`src/rtl/core/lzwd_pkg.sv`:
```
// Package for the LZW code decoder: shared constants, types and the
// front-to-back command struct. No dependencies.
`default_nettype none
package lzwd_pkg;
    localparam int DICT_ENTRIES_DEF = 3840;
    localparam int CODE_BITS_DEF    = 12;
    localparam int BEAT_BYTES_DEF   = 64;
    localparam int LITERALS         = 256;
    localparam int SBUF_DEPTH       = 4096;
    localparam int CW               = 12;
    localparam int SBUF_AW          = 12;
    localparam int NUM_LANES        = 8;

    typedef struct packed {
        logic [CW-1:0] code;
    } t_cmd;

    typedef enum logic [6:0] {
        ST_IDLE  = 7'b0000001,
        ST_CHECK = 7'b0000010,
        ST_RDRQ  = 7'b0000100,
        ST_RDWT  = 7'b0001000,
        ST_FIN   = 7'b0010000,
        ST_FILL  = 7'b0100000,
        ST_EMIT  = 7'b1000000
    } t_state;
endpackage
`default_nettype wire

```
`src/rtl/core/lzwd_front.sv`:
```
// Front end: accepts code words, masks them to CODE_BITS and queues them.
// Depends on lzwd_pkg.
`default_nettype none
module lzwd_front import lzwd_pkg::*; #(
    parameter int CODE_BITS = CODE_BITS_DEF
) (
    input  wire logic          i_clk,
    input  wire logic          i_rst_n,
    input  wire logic          i_valid,
    output logic               o_ready,
    input  wire logic [CW-1:0] i_code,
    output logic               o_cmd_valid,
    input  wire logic          i_cmd_ready,
    output t_cmd               o_cmd
);
    localparam logic [CW-1:0] MASK = CW'((1 << CODE_BITS) - 1);
    t_cmd r_q [2];
    logic r_wp, r_rp, n_wp, n_rp;
    logic [1:0] r_cnt, n_cnt;
    logic push, pop;

    assign o_ready     = (r_cnt != 2'd2);
    assign o_cmd_valid = (r_cnt != 2'd0);
    assign o_cmd       = r_q[r_rp];
    assign push = i_valid && o_ready;
    assign pop  = o_cmd_valid && i_cmd_ready;

    always_comb begin
        n_wp  = push ? ~r_wp : r_wp;
        n_rp  = pop  ? ~r_rp : r_rp;
        n_cnt = r_cnt + {1'b0, push} - {1'b0, pop};
    end

    always_ff @(posedge i_clk) begin
        if (!i_rst_n) begin
            r_wp <= 1'b0; r_rp <= 1'b0; r_cnt <= 2'd0;
        end else begin
            r_wp <= n_wp; r_rp <= n_rp; r_cnt <= n_cnt;
        end
        if (push) begin
            r_q[r_wp].code <= i_code & MASK;
        end
    end
endmodule
`default_nettype wire

```
`config.mk`:
```
export PLATFORM = sky130hd
export DESIGN_NAME = lzwd_front
export DESIGN_NICKNAME = d
export VERILOG_FILES = /design/src/rtl/core/lzwd_pkg.sv /design/src/rtl/core/lzwd_front.sv
export SDC_FILE = /design/constraint.sdc
export NUM_CORES = 1
export LEC_CHECK = 0
export BUFFER_PORTS_ARGS = -buffer_cell sky130_fd_sc_hd__buf_2
export CAP_MARGIN = 20
export CORE_UTILIZATION = 50
export DETAILED_ROUTE_END_ITERATION = 10
export PLACE_DENSITY_LB_ADDON = 0.05
export SLEW_MARGIN = 25
export SYNTH_ARGS = -nofsm -noshare
export SYNTH_HDL_FRONTEND = slang
export SYNTH_SLANG_ARGS = --single-unit
```
`constraint.sdc`:
```
create_clock -name i_clk -period 2 [get_ports i_clk]
set_input_delay 0.5 -clock i_clk [delete_from_list [all_inputs] [get_ports i_clk]]
set_output_delay 0.5 -clock i_clk [all_outputs]
set_load 0.01 [all_outputs]
```
==> impl_metrics.csv, run 1 <==
group,metric,value,unit
outcome,outcome,"finished clean",
grt,grt.overflow.total,0,
sta,fin_skew,0.0122,ns
clock_network,path_clk_slew,0.09,ns
sta,finalSetupTns,0,ns
synth,postSynthCellCount,61,
power,finalPower,1.59,mW
sta,worst_pin_slew,0.187,ns
finish,syn_to_final_growth,22.4,%
synth,yosysTopAreaCellShare,65.6,%
grt,grtUsageMet3,7.48,%
sta,max_freq,532,MHz
routing,route.vias.total,611,
routing,first_pass_iters,3,
finish,fin_util,66.5,%
sta,setup_ws,0.122,ns
setup_path,crit_chain,"buf_4, mux2_2, buf_2",
sta,hold_ws,0.363,ns
grt,antenna_found_initial,0,
synth,yosysUniqueCellTypes,16,
routing,detail-route-antenna-nets,0,
die,die_area,2390,um^2
die,num_io_pins,30,
die,core,2020,um^2
finish,drive_gt1_share,54.0,%
setup_path,end_kind,"primary output",
clock_network,ctsHoldBuffers,0,
flow_run,maxCapViolCount,0,
finish,final_cell_mix,"buf_2, edfxtp_1, mux2_2",
grt,use_met1,18.6,%
sta,setup_viol,0,
clock_network,cts_max_path_buffers,2,
grt,grt.busiest_layer,"met2",
die,start_util,54.3,%
grt,grt_pass1_vias,573,
setup_path,critical-path-max-stage-delay,0.40,ns
sta,rsz0062_at_grt,"no",
setup_path,worst_setup_path_start_kind,"flip-flop",
die,die_y,48.9,um
sta,min_period,1.88,ns
grt,grt_use_met2,22.5,%
placement,hpwlAfterDp,1050,um
routing,drt_iter0_drc,5,
power,power_density,1180,nW/um^2
placement,place_ws,0.266,ns
clock_network,numCtsBuffers,5,
routing,wl_per_cell,12.5,um
clock_network,cts_tree,"yes",
synth,synth_seq_cells,29,
placement,dp.cells,119,
sta,max-slew-margin-rel,87.4,%
synth,synth_top_area_cell,"edfxtp_1",
synth,syn_area_per_cell,18.0,um^2
synth,synth_area_leaders,"edfxtp_1, mux2_2, dfxtp_1, xnor2_1, ha_1",
power,leakage,0.538,nW
routing,routed_wl,1580,um
placement,gp_congestion,0.760,
synth,ys_warn_count,0,
routing,vias_per_cell,4.81,
setup_path,path_max_fanout,7,
grt,grt_max_degree,13,
finish,nFillCells,165,
die,row_count,16,
grt,grt_pass1_wl,2550,um
clock_network,h-tree-depth,2,
sta,fin_crit_sh,93.9,%
sta,finalHoldViolCount,0,
placement,place_area,1290,um^2
die,fp.dieW,48.9,um
worst_hold_path,hp-class,"input port to flip-flop",
clock_network,cts-root-buf,"clkbuf_4",
finish,instances_no_fill,127,
clock_network,clkLatencyLatePin,0.32,ns
grt,track_usage,15.6,%
clock_network,clkSinkCount,29,
setup_path,crit_type,"flip-flop to primary output",
setup_path,worstPathRequired,1.50,ns
synth,synthesis.nets,79,
routing,drcViolationCount,0,
power,ir_drop,741,uV
finish,final_common_cell,"buf_2",
placement,port_buffers,29,
synth,synth-seq-area-share,74.7,%
finish,nets,117,
setup_path,cpMaxStageDelayCell,"dfxtp_2",
sta,slew_viol_final,0,
finish,design_area,1350,um^2
finish,antenna_cells,0,
setup_path,worstPathArrival,1.38,ns
synth,syn_area,1100,um^2
worst max-delay path: cells and delay by family, from the launching register on:
family | cells | cell delay [ns]
multiplexers | 1 | 0.34
flip-flops | 1 | 0.40
buffers and inverters | 2 | 0.33
power breakdown:
group	total [mW]	leakage, nW	internal, mW	switching, mW
combinational	0.456	0.240	0.243	0.213
sequential	0.815	0.266	0.766	0.0484
clock	0.319	0.0320	0.133	0.185
total	1.59	0.538	1.14	0.446
worst paths after layout:
path | start | depth (start not counted) | slack (ns) | end
hold reg to reg | r_wp | 2 | 0.50 | r_wp
setup / recovery | flip-flop | 3 | 0.12 | o_cmd[8]
hold / removal | i_code[8] | 1 | 0.36 | r_q[1][8]
setup reg to reg | r_cnt[0] | 8 | 0.33 | r_cnt[1]
Yosys cell counts:
master	number
and2_1	2
and3_1	1
buf_4	1
dfxtp_1	5
edfxtp_1	24
ha_1	2
inv_1	1
mux2_2	12
mux2i_1	1
nand2_1	2
nand2b_1	2
nor2_1	1
nor2b_1	2
o21a_2	1
or2_2	1
xnor2_1	3
registers in the layout, summed over array words and instances (netlist names), named ones only:
register / cells
r_rp: 1
r_q: 24
r_wp: 1
r_cnt: 2
final cells by class:
class,count,area [um^2],share of cell area [%]
Sequential cell,29,822,61.1
Tap cell,27,33.8,2.51
Multi-Input combinational cell,30,267,19.8
Clock buffer,6,41.3,3.07
Clock inverter,2,10.0,0.744
Timing Repair Buffer,32,168,12.5
Inverter,1,3.75,0.279
routing by layer:
| metal | up-vias | part of all wire (%) |
|---|---|---|
| li1 | 299 | - |
| met1 | 287 | 46 |
| met2 | 21 | 47 |
| met3 | 4 | 4.6 |
| met4 | 0 | 2.5 |
| met5 | - | 0 |
kinds of logic (layout without fill, tap and decap cells):
family	Yosys count	after routing	share of synthesized area, %
multiplexers	13	13	13.2
adder cells (fa/ha/maj)	2	2	2.28
buffers and inverters	2	41	1.02
XOR/XNOR	3	3	2.39
AND/OR/NAND/NOR	11	11	5.58
AO/OA/AOI/OAI	1	1	0.797
flip-flops	29	29	74.7
timing repair:
item,in CTS,in global routing
endpoints found under the setup margin,7,0
setup buffers,0,0
resized for setup,1,0
No activity file was read; power rests on OpenSTA's default activity.
==> run 2: changes to the inputs <==
--- a/config.mk
+++ b/config.mk
@@ -9,6 +9,7 @@
 export CAP_MARGIN = 20
 export CORE_UTILIZATION = 50
 export DETAILED_ROUTE_END_ITERATION = 10
+export MAX_ROUTING_LAYER = met4
 export PLACE_DENSITY_LB_ADDON = 0.05
 export SLEW_MARGIN = 25
 export SYNTH_ARGS = -nofsm -noshare
==> run 2 against run 1 <==
  * Worst setup slack better by 0.0018 ns
  * Hold slack worse by 0.0011 ns
  * Via count up 0.16%
  * Combinational power about the same
  * Non-clock buffer count unchanged
  * Sequential power about the same
  * Die area unchanged
  * Clock skew about the same
  * Fmax about the same
  * Global-route usage up 0.25 points
  * Cell count unchanged
  * Largest power group unchanged
==> impl_metrics.csv, run 2 (synthesized netlist as in run 1, its figures left out) <==
group,metric,value,unit
sta,finalHoldViolCount,0,
routing,wl_per_cell,12.4,um
routing,detail-route-antenna-nets,0,
setup_path,r2r_cells,8,
routing,route.vias.total,612,
placement,hpwlAfterDp,1050,um
finish,fin_util,66.5,%
routing,vias_per_cell,4.82,
die,fp.dieW,48.9,um
clock_network,cts_tree,"yes",
finish,final_common_cell,"buf_2",
clock_network,cts-root-buf,"clkbuf_4",
setup_path,path_max_fanout,7,
power,ir_drop,742,uV
routing,routed_wl,1570,um
worst_hold_path,holdCritStartpoint,"i_code[8]",
finish,nets,117,
die,die_y,48.9,um
grt,track_usage,15.9,%
grt,grt.overflow.total,0,
grt,grt_use_met2,22.5,%
grt,use_met1,18.6,%
power,power_density,1180,nW/um^2
finish,multi_input_area,267,um^2
sta,min_period,1.88,ns
worst_hold_path,hp-class,"input port to flip-flop",
die,start_util,54.3,%
clock_network,cts_max_path_buffers,2,
grt,grt_pass1_wl,2550,um
clock_network,ctsHoldBuffers,0,
finish,antenna_cells,0,
grt,antenna_found_initial,0,
die,row_count,16,
routing,drt_iter0_drc,4,
finish,drive_gt1_share,54.0,%
die,num_io_pins,30,
sta,finalSetupTns,0,ns
sta,slew_viol_final,0,
finish,nFillCells,165,
placement,gp_congestion,0.770,
setup_path,worst_setup_path_start_kind,"flip-flop",
setup_path,crit_type,"flip-flop to primary output",
finish,final_cell_mix,"buf_2, edfxtp_1, mux2_2",
sta,rsz0062_at_grt,"no",
power,leakage,0.538,nW
grt,grt_max_degree,13,
sta,max-slew-margin-rel,87.4,%
finish,reg.largest.list,"r_q: 24 flops, r_cnt: 2 flops",
setup_path,worstPathArrival,1.38,ns
sta,setup_viol,0,
flow_run,maxCapViolCount,0,
finish,syn_to_final_growth,22.4,%
clock_network,path_clk_slew,0.09,ns
finish,regArea,822,um^2
setup_path,reg2reg_slack,0.33,ns
sta,max_freq,533,MHz
setup_path,r2r_end,"r_cnt[1]",
grt,grtUsageMet3,6.54,%
clock_network,cts_setup_buffers,0,
worst_hold_path,min_to,"r_q[1][8]",
sta,fin_skew,0.0119,ns
routing,first_pass_iters,3,
clock_network,h-tree-depth,2,
finish,largest_reg_flops,24,
clock_network,clkLatencyLatePin,0.32,ns
clock_network,numCtsBuffers,5,
outcome,outcome,"finished clean",
power,finalPower,1.59,mW
routing,drcViolationCount,0,
setup_path,rr_startpoint,"r_cnt[0]",
grt,grt_pass1_vias,578,
setup_path,end_kind,"primary output",
finish,top_register,"r_q",
placement,port_buffers,29,
die,core,2020,um^2
clock_network,clkSinkCount,29,
setup_path,worstPathRequired,1.50,ns
sta,fin_crit_sh,93.8,%
die,die_area,2390,um^2
worst_hold_path,hold_depth,1,
grt,grt.busiest_layer,"met2",
sta,worst_pin_slew,0.187,ns
run 2: cell counts in the layout (fill, tap and decap cells not counted):
No cell type changed its count.
run 2: worst max path at each step:
stage / end / slack, ns / cells after the start / startpoint
4_1_cts: o_cmd[1] / 0.09 / 3 / flip-flop
2_1_floorplan: r_cnt[1] / 0.39 / 8 / r_cnt[0]
6_report: o_cmd[8] / 0.12 / 3 / flip-flop
3_5_place_dp: r_cnt[1] / 0.27 / 8 / i_cmd_ready
5_1_grt: o_cmd[3] / 0.04 / 3 / flip-flop
3_3_place_gp: r_cnt[1] / 0.31 / 8 / i_cmd_ready
run 2: critical path, stage by stage (launching register included):
cell and delay (ns):
dfxtp_2 0.40, buf_4 0.19, mux2_2 0.34, buf_2 0.14
run 2: metal layers:
| metal | vias to the layer above | share of wire (%) |
|---|---|---|
| met5 | - | 0 |
| met4 | 0 | 2.9 |
| met3 | 5 | 5.2 |
| met2 | 23 | 47 |
| met1 | 285 | 44 |
| li1 | 299 | - |
run 2: where the power goes:
part | leakage (nW) | total (mW) | internal (mW) | switching, mW
registers | 0.266 | 0.814 | 0.766 | 0.0481
clock network | 0.0320 | 0.319 | 0.133 | 0.185
logic | 0.240 | 0.456 | 0.243 | 0.212
total | 0.538 | 1.59 | 1.14 | 0.445
run 2: cell type report:
cell class              count  share of cell area (%)
clock buffers               6                    3.07
clock inverters             2                   0.744
inverters                   1                   0.279
multi-input cells          30                    19.8
flip-flops and latches     29                    61.1
well taps                  27                    2.51
repair buffers             32                    12.5
run 2: repair_timing:
action                                  in CTS  in global routing
gates resized for setup                      1                  0
endpoints found under the setup margin       7                  0
hold endpoints to repair                     0                  0
run 2: metrics by stage:
| stage | hold WS, ns | cells | instance area (um^2) | setup WS, ns |
|---|---|---|---|---|
| finish | 0.362 | 127 | 1350 | 0.124 |
| global route | 0.347 | 127 | 1350 | 0.0401 |
| CTS | 0.347 | 127 | 1350 | 0.0868 |
| detailed placement | 0.478 | 119 | 1290 | 0.266 |
| global placement | 0.469 | 119 | 1290 | 0.310 |
| floorplan | 0.455 | 61 | 1100 | 0.392 |
